File: src/fjhs_pkg.sv
// feeder jam and heat supervisor: shared widths, register indexes and reset values
// no dependencies
`default_nettype none

package fjhs_pkg;

    // field widths
    localparam int unsigned SpeedW  = 15;
    localparam int unsigned TimeW   = 32;
    localparam int unsigned AngleW  = 32;
    localparam int unsigned Cfg16W  = 16;
    localparam int unsigned LimitW  = 31;
    localparam int unsigned CfgIdxW = 3;
    localparam int unsigned CfgDataW = LimitW;

    // packed word widths, padded to whole bytes
    localparam int unsigned InFieldW  = TimeW + AngleW + 1;
    localparam int unsigned InDataW   = ((InFieldW + 7) / 8) * 8;
    localparam int unsigned OutFieldW = SpeedW + 3;
    localparam int unsigned OutDataW  = ((OutFieldW + 7) / 8) * 8;

    // configuration register indexes
    typedef enum logic [CfgIdxW-1:0] {
        CFG_FORWARD_SPEED   = 3'd0,
        CFG_REVERSE_SPEED   = 3'd1,
        CFG_CHECK_INTERVAL  = 3'd2,
        CFG_REVERSE_TIME    = 3'd3,
        CFG_STALL_THRESHOLD = 3'd4,
        CFG_HEAT_LIMIT      = 3'd5
    } t_cfg_idx;

    // register values after reset
    localparam logic signed [SpeedW-1:0] ForwardSpeedRst  = -15'sd2500;
    localparam logic signed [SpeedW-1:0] ReverseSpeedRst  = 15'sd1000;
    localparam logic [Cfg16W-1:0]        CheckIntervalRst = 16'd800;
    localparam logic [Cfg16W-1:0]        ReverseTimeRst   = 16'd500;
    localparam logic [Cfg16W-1:0]        StallThreshRst   = 16'd20;
    localparam logic [LimitW-1:0]        HeatLimitRst     = 31'd1800000;

endpackage

`default_nettype wire

File: src/feeder_jam_and_heat_supervisor_top.sv
// feeder jam and heat supervisor, top level
// depends on fjhs_pkg
`default_nettype none

// One input word per control tick (time in ms, total motor angle, fire enable)
// gives exactly one output word (speed setpoint, reversing, overheated,
// jam_started). The block takes one word per clock cycle when the output side
// keeps up; a word passes through the input register, then the result
// register, before its result is offered. Both registers are separately
// held, so a new word is still taken into an empty input register while a
// finished result waits for the sink. The per-tick work is three 32/33-bit
// subtract-and-compare paths (reverse timer, check interval, angle movement)
// plus the heat difference, all between the input register and the result
// register; supervisor state updates on the same edge as the result register.
// Configuration registers are to be written through the plain write port only
// while the block is idle (the block itself does not enforce this) and take
// effect for the next word; unknown indexes are ignored.
module feeder_jam_and_heat_supervisor_top (
    input  wire                               i_clk,
    input  wire                               i_rst_n,
    // config write port
    input  wire                               i_cfg_we,
    input  wire [fjhs_pkg::CfgIdxW-1:0]       i_cfg_addr,
    input  wire [fjhs_pkg::CfgDataW-1:0]      i_cfg_wdata,
    // input words
    input  wire                               s_axis_tvalid,
    output logic                              s_axis_tready,
    // now_ms [31:0], total_angle [63:32], fire_enable [64], zero pad [71:65]
    input  wire [fjhs_pkg::InDataW-1:0]       s_axis_tdata,
    // result words
    output logic                              m_axis_tvalid,
    input  wire                               m_axis_tready,
    // speed_setpoint [14:0], reversing [15], overheated [16],
    // jam_started [17], zero pad [23:18]
    output logic [fjhs_pkg::OutDataW-1:0]     m_axis_tdata
);

    localparam int unsigned SpW = fjhs_pkg::SpeedW;
    localparam int unsigned TmW = fjhs_pkg::TimeW;
    localparam int unsigned AnW = fjhs_pkg::AngleW;
    localparam int unsigned C16 = fjhs_pkg::Cfg16W;
    localparam int unsigned LmW = fjhs_pkg::LimitW;

    // configuration registers
    logic signed [SpW-1:0] r_forward_speed;
    logic signed [SpW-1:0] r_reverse_speed;
    logic [C16-1:0]        r_check_interval;
    logic [C16-1:0]        r_reverse_time;
    logic [C16-1:0]        r_stall_thresh;
    logic [LmW-1:0]        r_heat_limit;

    always_ff @(posedge i_clk) begin
        if (!i_rst_n) begin
            r_forward_speed  <= fjhs_pkg::ForwardSpeedRst;
            r_reverse_speed  <= fjhs_pkg::ReverseSpeedRst;
            r_check_interval <= fjhs_pkg::CheckIntervalRst;
            r_reverse_time   <= fjhs_pkg::ReverseTimeRst;
            r_stall_thresh   <= fjhs_pkg::StallThreshRst;
            r_heat_limit     <= fjhs_pkg::HeatLimitRst;
        end else if (i_cfg_we) begin
            unique case (i_cfg_addr)
                fjhs_pkg::CFG_FORWARD_SPEED:   r_forward_speed  <= i_cfg_wdata[SpW-1:0];
                fjhs_pkg::CFG_REVERSE_SPEED:   r_reverse_speed  <= i_cfg_wdata[SpW-1:0];
                fjhs_pkg::CFG_CHECK_INTERVAL:  r_check_interval <= i_cfg_wdata[C16-1:0];
                fjhs_pkg::CFG_REVERSE_TIME:    r_reverse_time   <= i_cfg_wdata[C16-1:0];
                fjhs_pkg::CFG_STALL_THRESHOLD: r_stall_thresh   <= i_cfg_wdata[C16-1:0];
                fjhs_pkg::CFG_HEAT_LIMIT:      r_heat_limit     <= i_cfg_wdata[LmW-1:0];
                default: ;
            endcase
        end
    end

    // handshake: result register moves when empty or taken, input register
    // moves when empty or its word passes into the result register
    logic r_in_valid;
    logic r_out_valid;
    logic w_advance;

    assign w_advance     = !r_out_valid || m_axis_tready;
    assign s_axis_tready = !r_in_valid || w_advance;
    assign m_axis_tvalid = r_out_valid;

    // input register
    logic [TmW-1:0] r_now;
    logic [AnW-1:0] r_angle;
    logic           r_fire;

    always_ff @(posedge i_clk) begin
        if (!i_rst_n) begin
            r_in_valid <= 1'b0;
        end else if (s_axis_tready) begin
            r_in_valid <= s_axis_tvalid;
        end
        if (s_axis_tready && s_axis_tvalid) begin
            r_now   <= s_axis_tdata[TmW-1:0];
            r_angle <= s_axis_tdata[TmW+AnW-1:TmW];
            r_fire  <= s_axis_tdata[TmW+AnW];
        end
    end

    // supervisor state
    logic           r_reverse_active;
    logic [TmW-1:0] r_reverse_start;
    logic [TmW-1:0] r_last_check;
    logic [AnW-1:0] r_check_angle;
    logic           r_heat_latch;
    logic [AnW-1:0] r_entry_angle;
    logic           r_entry_valid;

    logic           n_reverse_active;
    logic [TmW-1:0] n_reverse_start;
    logic [TmW-1:0] n_last_check;
    logic [AnW-1:0] n_check_angle;
    logic           n_heat_latch;
    logic [AnW-1:0] n_entry_angle;
    logic           n_entry_valid;
    logic signed [SpW-1:0] n_speed;
    logic           n_jam;

    // datapath terms, all taken modulo 2^32 for time
    logic [TmW-1:0]       w_rev_elapsed;
    logic [TmW-1:0]       w_chk_elapsed;
    logic                 w_rev_hold;
    logic                 w_check_due;
    logic signed [AnW:0]  w_move;
    logic [AnW:0]         w_move_abs;
    logic                 w_stall;
    logic signed [AnW:0]  w_heat;
    logic                 w_heat_over;

    assign w_rev_elapsed = r_now - r_reverse_start;
    assign w_chk_elapsed = r_now - r_last_check;
    assign w_rev_hold    = r_reverse_active
                           && (w_rev_elapsed < {{(TmW-C16){1'b0}}, r_reverse_time});
    assign w_check_due   = w_chk_elapsed >= {{(TmW-C16){1'b0}}, r_check_interval};

    // exact 33-bit angle movement since the last check point
    assign w_move     = $signed({r_angle[AnW-1], r_angle})
                        - $signed({r_check_angle[AnW-1], r_check_angle});
    assign w_move_abs = w_move[AnW] ? (~w_move + 1'b1) : w_move;
    assign w_stall    = (w_move_abs < {{(AnW+1-C16){1'b0}}, r_stall_thresh}) && !r_heat_latch;

    // heat is zero on the first firing tick
    assign w_heat      = r_entry_valid
                         ? ($signed({r_entry_angle[AnW-1], r_entry_angle})
                            - $signed({r_angle[AnW-1], r_angle}))
                         : '0;
    assign w_heat_over = $signed({w_heat[AnW], w_heat})
                         >= $signed({{(AnW+2-LmW){1'b0}}, r_heat_limit});

    always_comb begin
        n_reverse_active = r_reverse_active;
        n_reverse_start  = r_reverse_start;
        n_last_check     = r_last_check;
        n_check_angle    = r_check_angle;
        n_heat_latch     = r_heat_latch;
        n_entry_angle    = r_entry_angle;
        n_entry_valid    = r_entry_valid;
        n_speed          = '0;
        n_jam            = 1'b0;
        if (w_rev_hold) begin
            // reverse still running: hold everything else
            n_speed = r_reverse_speed;
        end else begin
            n_reverse_active = 1'b0;
            if (r_fire) begin
                n_speed = r_heat_latch ? '0 : r_forward_speed;
                if (w_check_due) begin
                    if (w_stall) begin
                        n_reverse_active = 1'b1;
                        n_reverse_start  = r_now;
                        n_speed          = r_reverse_speed;
                        n_jam            = 1'b1;
                    end
                    n_last_check  = r_now;
                    n_check_angle = r_angle;
                end
                if (!r_entry_valid) begin
                    n_entry_angle = r_angle;
                    n_entry_valid = 1'b1;
                end
                if (w_heat_over) begin
                    n_heat_latch = 1'b1;
                end
            end else begin
                // fire released: drop latch and entry point, keep check point
                n_heat_latch  = 1'b0;
                n_entry_angle = '0;
                n_entry_valid = 1'b0;
            end
        end
    end

    logic w_step;
    assign w_step = r_in_valid && w_advance;

    // result register
    logic signed [SpW-1:0] r_speed;
    logic                  r_reversing;
    logic                  r_overheated;
    logic                  r_jam;

    always_ff @(posedge i_clk) begin
        if (!i_rst_n) begin
            r_out_valid      <= 1'b0;
            r_reverse_active <= 1'b0;
            r_reverse_start  <= '0;
            r_last_check     <= '0;
            r_check_angle    <= '0;
            r_heat_latch     <= 1'b0;
            r_entry_angle    <= '0;
            r_entry_valid    <= 1'b0;
        end else begin
            if (w_advance) begin
                r_out_valid <= r_in_valid;
            end
            if (w_step) begin
                r_reverse_active <= n_reverse_active;
                r_reverse_start  <= n_reverse_start;
                r_last_check     <= n_last_check;
                r_check_angle    <= n_check_angle;
                r_heat_latch     <= n_heat_latch;
                r_entry_angle    <= n_entry_angle;
                r_entry_valid    <= n_entry_valid;
            end
        end
        if (w_step) begin
            r_speed      <= n_speed;
            r_reversing  <= n_reverse_active;
            r_overheated <= n_heat_latch;
            r_jam        <= n_jam;
        end
    end

    assign m_axis_tdata = {{(fjhs_pkg::OutDataW-fjhs_pkg::OutFieldW){1'b0}},
                           r_jam, r_overheated, r_reversing, r_speed};

endmodule

`default_nettype wire

File: config.mk
export PLATFORM = sky130hd
export DESIGN_NAME = feeder_jam_and_heat_supervisor_top
export DESIGN_NICKNAME = d
export VERILOG_FILES = /design/src/fjhs_pkg.sv /design/src/feeder_jam_and_heat_supervisor_top.sv
export SDC_FILE = /design/constraint.sdc
export NUM_CORES = 1
export LEC_CHECK = 0
export ABC_CLOCK_PERIOD_IN_PS = 6000
export BUFFER_PORTS_ARGS = -buffer_cell sky130_fd_sc_hd__buf_2
export CAP_MARGIN = 40
export CORE_AREA = 2 2 293 179
export DETAILED_ROUTE_END_ITERATION = 8
export DIE_AREA = 0 0 295 181
export MAX_ROUTING_LAYER = met4
export PLACE_DENSITY = 0.67
export SYNTH_ARGS = -nofsm -noshare
export SYNTH_HDL_FRONTEND = slang
export SYNTH_SLANG_ARGS = --single-unit
File: constraint.sdc
create_clock -name i_clk -period 6 [get_ports i_clk]
set_input_delay 0.6 -clock i_clk [delete_from_list [all_inputs] [get_ports i_clk]]
set_output_delay 0.6 -clock i_clk [all_outputs]
set_load 0.02 [all_outputs]
==> out/qor.csv, run 1 <==
metric;value;unit
root buf cell;clkbuf_16;
routed vias;20400;
P&R area growth vs syn;15.5;%
R2R Path Start;r_angle[0]$_DFFE_PP_;
Final Max Tran Viols;0;
R2R Setup Slk;0.10;ns
initial antenna violation count;2;
Post-synth top flop;dfxtp_1;
setup TNS;0;ns
Syn Area/Cell;8.32;um^2
Die Y-Extent;181;um
core area;50500;um^2
r2r endpoint;r_speed[9]$_DFFE_PP_;
DRT Pass-1 Iters;6;
most frequent cells in the layout;nand2_1 (404), dfxtp_1 (242), inv_1 (238);
status;completed;
initial core utilization;44.9;%
Peak VDD IR;0.218;mV
# setup viols final;0;
largest net degree at the start of global routing;136;
Worst Max-Slew Pin Slew;0.939;ns
Crit. End Element;flip-flop;
final total power;6.07;mW
number of synthesized register bits;325;
hold path cells;1;
Final Skew;0.0224;ns
initial detailed-routing violation count;1716;
Slew HR;36.7;%
CTS buffer count;34;
Post-Syn Instances;2729;
crit path time final;5.90;ns
PortBufs;123;
Layout Utilization;51.9;%
HPWL after detailed placement;49.5;mm
vias in the first global route;18800;
Die Width;295;um
drt total wl;66.7;mm
routability cong.;0.943;
hold path endpoint;r_now[15]$_DFFE_PP_;
# nets final;3214;
Vias/cell;5.63;
clock sinks;325;
clock buffer depth;3;
commonest non-fill, non-tap cell in the layout;nand2_1;
synth warn;0;
sequential cell area fraction in the yosys report;32.3;%
P per Cell Area;232;nW/um^2
H-Tree Depth;2;
Fin. Hold Viols;0;
FP Rows;64;
# DRC;0;
hold_sp;s_axis_tdata[15];
first-pass GRT wire length;102;mm
remaining antenna violation count;0;
die area;53400;um^2
Synth cell types;102;
IO Pins;137;
static leakage;10.6;nW
DP Cell Count;3535;
WS Path Type;flip-flop to flip-flop;
period utilization;98.3;%
clock latency on the worst-skew pair;0.55;ns
synthesized area;22700;um^2
WP data required;6.41;ns
crit path DAT;6.31;ns
critical path launch point type;flip-flop;
CTS tree;built;
number of synthesized flops with an enable pin;83;
max-cap viol count;0;
Critical path origin;r_angle[0]$_DFFE_PP_;
Async SR Flop Fraction;0;%
Hold WC Path Type;input pin to flip-flop;
grt ovf;0;
Wirelength per Cell;18.4;um
clock transition at the registers of the reported paths;0.07;ns
Reg2Reg Depth;24;
Fmax;0.170;GHz
final cell count without fillers;3616;
share of cells above drive strength 1;13.8;%
unrepaired setup endpoints after global routing;true;
total global routing track utilization;24.4;%
crit path max fanout;8;
stage by stage:
stage	area [um^2]	hold slack [ns]	setup WS (ns)
2_1_floorplan	22700	0.434	0.0764
3_3_place_gp	24500	0.440	-0.310
3_5_place_dp	24600	0.447	-0.334
4_1_cts	25800	0.203	0.00210
5_1_grt	26200	0.198	-0.197
6_report	26200	0.229	0.105
worst max-delay path: stages (launching register included):
cell	delay (ns)
edfxtp_1	0.34
inv_1	0.05
ha_2	0.20
fa_2	0.35
and2b_1	0.24
o211a_1	0.25
o2111ai_4	0.18
a21boi_4	0.26
a211oi_4	0.10
o21ai_1	0.14
buf_4	0.19
a21oi_2	0.05
xnor2_1	0.21
ha_1	0.30
a2111oi_4	0.38
o21ai_2	0.12
a221oi_2	0.30
o211ai_1	0.14
or4b_1	0.55
a32oi_1	0.18
o211ai_1	0.15
or4_4	0.46
o21bai_4	0.25
clkbuf_16	0.22
a22o_1	0.14
cells by family after synthesis:
| family | Yosys count | synth area share [%] |
|---|---|---|
| multiplexers | 116 | 5.13 |
| XOR/XNOR | 87 | 3.39 |
| other | 1 | 0.0165 |
| AND/OR/NAND/NOR | 964 | 20.7 |
| buffers and inverters | 371 | 6.77 |
| adder cells (fa/ha/maj) | 208 | 11.6 |
| flip-flops | 325 | 32.3 |
| AO/OA/AOI/OAI | 657 | 20.1 |
routing by layer:
metal | track usage [%] | routed length (um) | vias to the layer above
met3 | 3.44 | 4470 | 93
met1 | 37.4 | 34300 | 9683
met5 | - | 0 | -
li1 | - | - | 9933
met4 | 6.16 | 1640 | 0
met2 | 33.0 | 26300 | 667
worst max-delay path by stage:
stage	cells after the start	slack (ns)	to
after CTS	27	0.002	r_speed[13]$_DFFE_PP_
after global routing	24	-0.20	r_speed[4]$_DFFE_PP_
after floorplan	25	0.08	r_speed[10]$_DFFE_PP_
after global placement	25	-0.31	r_speed[7]$_DFFE_PP_
final	24	0.10	r_speed[9]$_DFFE_PP_
after detailed placement	26	-0.33	r_reverse_start[26]$_SDFFE_PN0P_
cell usage after synthesis (all sizes together) (8+ instances only):
cell type / count / area (um^2)
nand4: 36 / 225
o31ai: 8 / 60.1
a31oi: 19 / 125
nand3: 89 / 445
nor3b: 9 / 67.6
a211oi: 30 / 263
o21ai: 100 / 508
edfxtp: 83 / 2490
mux2i: 113 / 1130
and3: 32 / 200
inv: 239 / 897
nor4: 15 / 115
xnor2: 55 / 489
or3: 13 / 81.3
o211ai: 37 / 278
nand2: 406 / 1520
nand2b: 24 / 150
a211o: 12 / 105
dfxtp: 242 / 4840
clkbuf: 81 / 305
ha: 204 / 2550
nor2b: 63 / 402
or2: 12 / 75.1
and2: 74 / 463
a22o: 15 / 131
nor3: 46 / 230
o21bai: 13 / 109
a21o: 52 / 390
a21oi: 149 / 753
a2111oi: 12 / 111
nor2: 113 / 424
o21a: 23 / 173
buf: 51 / 334
xor2: 32 / 280
a21boi: 111 / 837
power breakdown:
| part | internal (mW) | switching, mW |
|---|---|---|
| combinational | 0.597 | 0.862 |
| sequential | 2.33 | 0.0594 |
| clock | 1.27 | 0.963 |
| total | 4.19 | 1.88 |
repair_timing:
item,in CTS,in global routing
resized for setup,15,54
pin swaps,3,50
cloned,0,5
endpoints found under the setup margin,89,148
hold buffers,0,0
buffers inserted,0,13
state kept, by name (all words and copies together) (netlist names):
register and cells:
r_reverse_speed 15, r_fire 1, r_check_angle 32, r_overheated 1, r_reversing 1, r_jam 1
r_reverse_time 16, r_heat_latch 1, r_entry_valid 1, r_reverse_active 1, r_reverse_start 32, m_axis_tvalid 1
r_angle 32, r_stall_thresh 16, r_last_check 32, r_in_valid 1, r_now 32, r_speed 15
r_heat_limit 31, r_check_interval 16, r_entry_angle 32, r_forward_speed 15
area by class of cell:
| class | count | area (um^2) |
|---|---|---|
| antenna | 2 | 5.00 |
| timing repair buffer | 257 | 1810 |
| clock buffer | 45 | 953 |
| multi-input combinational | 2038 | 14200 |
| clock inverter | 17 | 190 |
| sequential | 325 | 7340 |
| fill | 4756 | 24300 |
| tap | 693 | 867 |
| inverter | 239 | 897 |
No activity file was read; power rests on OpenSTA's default activity.
==> run 2: changes to the inputs <==
- ABC_AREA: unset -> 1
- BUFFER_PORTS_ARGS: -buffer_cell sky130_fd_sc_hd__buf_2 -> -buffer_cell sky130_fd_sc_hd__clkbuf_2
- CORE_AREA: 2 2 293 179 -> 2 2 298 182
- DIE_AREA: 0 0 295 181 -> 0 0 300 184
- SETUP_SLACK_MARGIN: unset -> 0.2
==> out/qor.csv, run 2 <==
metric;value;unit;change
M1 wire length;38.8;mm;+13%
Net Sw Frac;34.4;%;+3.4 points
commonest non-fill, non-tap cell in the layout;nand2_1;;
Critical path origin;r_angle[15]$_DFFE_PP_;;
Peak VDD IR;0.157;mV;-28%
Crit. End Element;flip-flop;;
initial core utilization;44.7;%;-0.21 points
Buffers & Inverters on Critical Path;4;;+1
vias in the first global route;19900;;+6.3%
clock sinks;325;;unchanged
total global routing track utilization;26.9;%;+2.5 points
Levels on crit path;34;;+42%
WP data required;6.39;ns;-0.02 ns
H-Tree Depth;2;;unchanged
share of cells above drive strength 1;7.62;%;-6.2 points
WL met3;8.34;mm;+87%
drt total wl;72.9;mm;+9.4%
Final Skew;0.0365;ns;+0.0141 ns
largest net degree at the start of global routing;88;;-35%
Async SR Flop Fraction;0;%;unchanged
Post-synth top flop;dfxtp_1;;
routed vias;22800;;+12%
routability cong.;1.03;;+9.5%
hold path cells;1;;unchanged
P&R area growth vs syn;10.5;%;
# DRC;0;;unchanged
post-place setup slack;0.598;ns;+0.932 ns
final cell count without fillers;4311;;+19%
first-pass GRT wire length;113;mm;+11%
R2R Path Start;r_angle[15]$_DFFE_PP_;;
Worst Max-Slew Pin Slew;0.907;ns;-0.0319 ns
Fmax;0.185;GHz;+8.9%
# setup viols final;0;;unchanged
hold_sp;s_axis_tdata[44];;
setup bufs post-CTS;0;;unchanged
Post-Syn Instances;3484;;+28%
DP Cell Count;4245;;+20%
root buf cell;clkbuf_16;;
number of synthesized flops with an enable pin;83;;unchanged
largest cells by area after synthesis;dfxtp_1 (21%), nand2_1 (14%), ha_1 (11%);;
Layout Utilization;49.4;%;-2.5 points
CTS buffer count;36;;+5.9%
number of synthesized register bits;325;;unchanged
crit path time final;5.41;ns;-0.484 ns
P per Cell Area;244;nW/um^2;+5.4%
PnR worst setup slack;0.589;ns;+0.484 ns
Syn Area/Cell;6.70;um^2;-19%
top-count cell post-synth;nand2_1;;
die area;55200;um^2;+3.4%
most frequent cells in the layout;nand2_1 (853), inv_1 (554), a21oi_1 (328);;
WS Path Type;flip-flop to flip-flop;;
Synth top cells by count;nand2_1 (853), inv_1 (555), a21oi_1 (329), nor2_1 (328), dfxtp_1 (242);;
remaining antenna violation count;0;;unchanged
period utilization;90.2;%;-8.1 points
Sw Pwr;2.16;mW;+15%
critical path launch point type;flip-flop;;
Die Y-Extent;184;um;+1.7%
clock network fraction of total power;35.3;%;-1.4 points
WHS;0.218;ns;-0.0102 ns
cell taking the most area after synthesis;dfxtp_1;;
synthesized area;23300;um^2;+2.9%
setup TNS;0;ns;unchanged
clock transition at the registers of the reported paths;0.07;ns;about the same
sequential cell area fraction in the yosys report;31.4;%;-0.90 points
logic gate share of total power;26.4;%;+2.4 points
unrepaired setup endpoints after global routing;true;;
Hold WC Path Type;input pin to flip-flop;;
Pint;4.13;mW;-1.4%
Final Max Tran Viols;0;;unchanged
grt ovf;0;;unchanged
HPWL after detailed placement;58.1;mm;+17%
Die Width;300;um;+1.7%
IO Pins;137;;unchanged
PortBufs;123;;unchanged
post-CTS resize count;0;;-15
max-cap viol count;0;;unchanged
CTS tree;built;;
Fin. Hold Viols;0;;unchanged
Seq pwr share;38.3;%;-1.0 points
clock buffer depth;3;;unchanged
dpl cell area;24600;um^2;+0.32%
routed wl met2;24.8;mm;-5.5%
crit-path leading delay family;simple AND/OR/NAND/NOR gates;;
status;completed;;
initial detailed-routing violation count;2415;;+41%
synth warn;0;;unchanged
initial antenna violation count;0;;-2
largest stage delay on the critical path;0.51;ns;-0.04 ns
final total power;6.29;mW;+3.6%
final instance area;25800;um^2;-1.7%
Synth top area share;20.8;%;-0.59 points
Vias/cell;5.28;;-6.3%
Slowest-stage cell, CP;edfxtp_1;;
Reg2Reg Depth;34;;+42%
Synth cell types;53;;-48%
static leakage;12.5;nW;+18%
DRT Pass-1 Iters;6;;unchanged
Wirelength per Cell;16.9;um;-8.2%
crit path max fanout;29;;+21
crit path DAT;5.80;ns;-0.51 ns
clock latency on the worst-skew pair;0.55;ns;about the same
Slew HR;38.9;%;+2.2 points
Post-CTS Hold Buffers;0;;unchanged
CP most frequent cell;nand2_1;;
FP Rows;65;;+1.6%
core area;52200;um^2;+3.3%
uppermost layer routed;met4;;
# nets final;3899;;+21%
[run 2: worst paths after layout]
kind / slack [ns] / endpoint
worst max-delay path: 0.59 / r_speed[13]$_DFFE_PP_
worst min-delay path: 0.22 / r_angle[12]$_DFFE_PP_
worst max register to register: 0.59 / r_speed[13]$_DFFE_PP_
worst min register to register: 0.46 / r_check_angle[23]$_SDFFE_PN0P_
[run 2: logic make-up after synthesis]
group	count (synthesis)	share of synthesized area, %
AOI/OAI and AO/OA	663	15.4
xor gates and xnor gates	68	2.55
adders and majority gates	208	11.3
buffers and inverters	664	11.2
DFF	325	31.4
other	1	0.0161
and+or+nand+nor	1555	28.2
[run 2: layout make-up]
class,instances,area (um^2)
clock inverter,16,130
sequential,325,7340
fill,5373,26400
clock buffer,49,1010
inverter,568,2130
multi-input combinational,2500,13400
antenna,1,2.50
timing repair buffer,149,848
tap,703,880
[run 2: power groups by stage]
stage / clock, mW / combinational [mW] / sequential, mW
2_1_floorplan: 0 / 1.17 / 2.43
3_3_place_gp: 0 / 1.58 / 2.46
3_5_place_dp: 0 / 1.61 / 2.46
4_1_cts: 2.25 / 1.62 / 2.41
5_1_grt: 2.35 / 1.87 / 2.42
6_report: 2.22 / 1.66 / 2.41
[run 2: routing by layer]
metal  track usage [%]  vias to the layer above
met4              3.76                        0
met2              32.3                      927
met5                 -                        -
li1                  -                    11500
met1              43.4                    10200
met3              7.30                       70
==> run 3: changes to the inputs <==
- ABC_AREA: 1 -> 0
- CORE_AREA: 2 2 298 182 -> 2 2 293 179
- DIE_AREA: 0 0 300 184 -> 0 0 295 181
==> out/qor.csv, run 3 (synthesized netlist as in run 1, its figures left out) <==
metric;value;unit;change
status;completed;;
setup TNS;0;ns;unchanged
initial detailed-routing violation count;1997;;-17%
HPWL after detailed placement;49.9;mm;-14%
initial core utilization;44.9;%;+0.21 points
first-pass GRT wire length;105;mm;-7.3%
PnR worst setup slack;0.00654;ns;-0.582 ns
Wirelength per Cell;18.7;um;+10%
H-Tree Depth;2;;unchanged
clock buffer depth;3;;unchanged
critical path launch point type;flip-flop;;
final total power;6.05;mW;-3.9%
core area;50500;um^2;-3.2%
static leakage;10.8;nW;-14%
root buf cell;clkbuf_16;;
largest stage delay on the critical path;0.54;ns;+0.03 ns
Slew HR;34.4;%;-4.6 points
Vias/cell;5.60;;+6.0%
share of cells above drive strength 1;15.2;%;+7.5 points
Final Skew;0.0201;ns;-0.0164 ns
routability cong.;0.923;;-11%
WHS;0.221;ns;+0.00252 ns
WP data required;6.30;ns;-0.09 ns
crit path DAT;6.29;ns;+0.49 ns
Worst Max-Slew Pin Slew;0.984;ns;+0.0762 ns
period utilization;99.9;%;+9.7 points
initial antenna violation count;1;;+1
Fmax;0.167;GHz;-9.7%
clock latency on the worst-skew pair;0.55;ns;about the same
largest net degree at the start of global routing;119;;+35%
CTS buffer count;34;;-5.6%
unrepaired setup endpoints after global routing;true;;
post-place setup slack;-0.312;ns;-0.909 ns
DRT Pass-1 Iters;5;;-1
# setup viols final;0;;unchanged
# nets final;3243;;-17%
Reg2Reg Depth;29;;-15%
crit path max fanout;8;;-72%
CTS tree;built;;
Buffers & Inverters on Critical Path;6;;+2
R2R Path Start;r_angle[0]$_DFFE_PP_;;
max-cap viol count;0;;unchanged
most frequent cells in the layout;nand2_1 (404), dfxtp_1 (242), inv_1 (237);;
routed vias;20400;;-10%
Fin. Hold Viols;0;;unchanged
clock sinks;325;;unchanged
Die Width;295;um;-1.7%
IO Pins;137;;unchanged
P per Cell Area;227;nW/um^2;-7.2%
Hold WC Path Type;input pin to flip-flop;;
vias in the first global route;19200;;-3.6%
hold_sp;s_axis_tdata[39];;
dpl cell area;24700;um^2;+0.11%
Levels on crit path;29;;-15%
clock transition at the registers of the reported paths;0.07;ns;about the same
PortBufs;123;;unchanged
commonest non-fill, non-tap cell in the layout;nand2_1;;
drt total wl;68.0;mm;-6.8%
Final Max Tran Viols;0;;unchanged
total global routing track utilization;25.3;%;-1.7 points
crit path time final;5.99;ns;+0.582 ns
WS Path Type;flip-flop to flip-flop;;
FP Rows;64;;-1.5%
crit-path leading delay family;compound AO/OA/AOI/OAI gates;;
# DRC;0;;unchanged
hold path cells;1;;unchanged
remaining antenna violation count;0;;unchanged
die area;53400;um^2;-3.3%
Post-CTS Hold Buffers;0;;unchanged
P&R area growth vs syn;17.6;%;
Critical path origin;r_angle[0]$_DFFE_PP_;;
Die Y-Extent;181;um;-1.6%
Peak VDD IR;0.176;mV;+12%
final instance area;26700;um^2;+3.6%
Crit. End Element;flip-flop;;
grt ovf;0;;unchanged
Slowest-stage cell, CP;or4b_1;;
## run 3: changes by cell type in the layout (fill, tap and decap cells not counted), moves of 75 or more
cell	change
mux2i_1	+112
nand2_1	-449
a21oi_1	-193
o21ai_0	-139
nand3_1	-110
inv_1	-317
buf_4	+112
a21boi_0	+75
nor2_1	-217
## run 3: metrics by stage
stage / cells / utilization, %
floorplan: 2734 / -
global placement: 3544 / 48.7
detailed placement: 3546 / 48.8
CTS: 3624 / 51.7
global route: 3643 / 52.9
finish: 3643 / 52.9
## run 3: where the power goes
group          internal, mW  leakage [nW]  total, mW  switching, mW
logic                 0.635          7.50       1.52          0.887
registers              2.33          2.77       2.39         0.0594
clock network          1.20         0.519       2.14          0.946
total                  4.16          10.8       6.05           1.89
## run 3: path summary, 6_finish.rpt
| kind | to | slack [ns] |
|---|---|---|
| max reg2reg | r_speed[13]$_DFFE_PP_ | 0.007 |
| min reg2reg | r_entry_angle[11]$_SDFFE_PN0P_ | 0.45 |
| max | r_speed[13]$_DFFE_PP_ | 0.007 |
| min | r_angle[7]$_DFFE_PP_ | 0.22 |
## run 3: timing repair
action | in CTS | in global routing
setup endpoints to repair | 146 | 148
setup buffers | 12 | 16
pin swaps | 24 | 53
gates resized for setup | 43 | 77
gates cloned | 5 | 2
## run 3: area by class of cell
class,instances,area (um^2)
inverter,239,897
antenna,1,2.50
sequential,325,7340
fill,4730,23800
clock inverter,11,126
tap,693,867
clock buffer,50,951
timing repair buffer,285,2150
multi-input combinational,2039,14400
## run 3: metal layers
metal	global-route usage [%]	share of wire (%)	up-vias
met4	4.22	1.5	0
met5	-	0	-
met2	34.2	39	637
li1	-	-	10000
met1	39.1	52	9684
met3	4.22	7.8	61
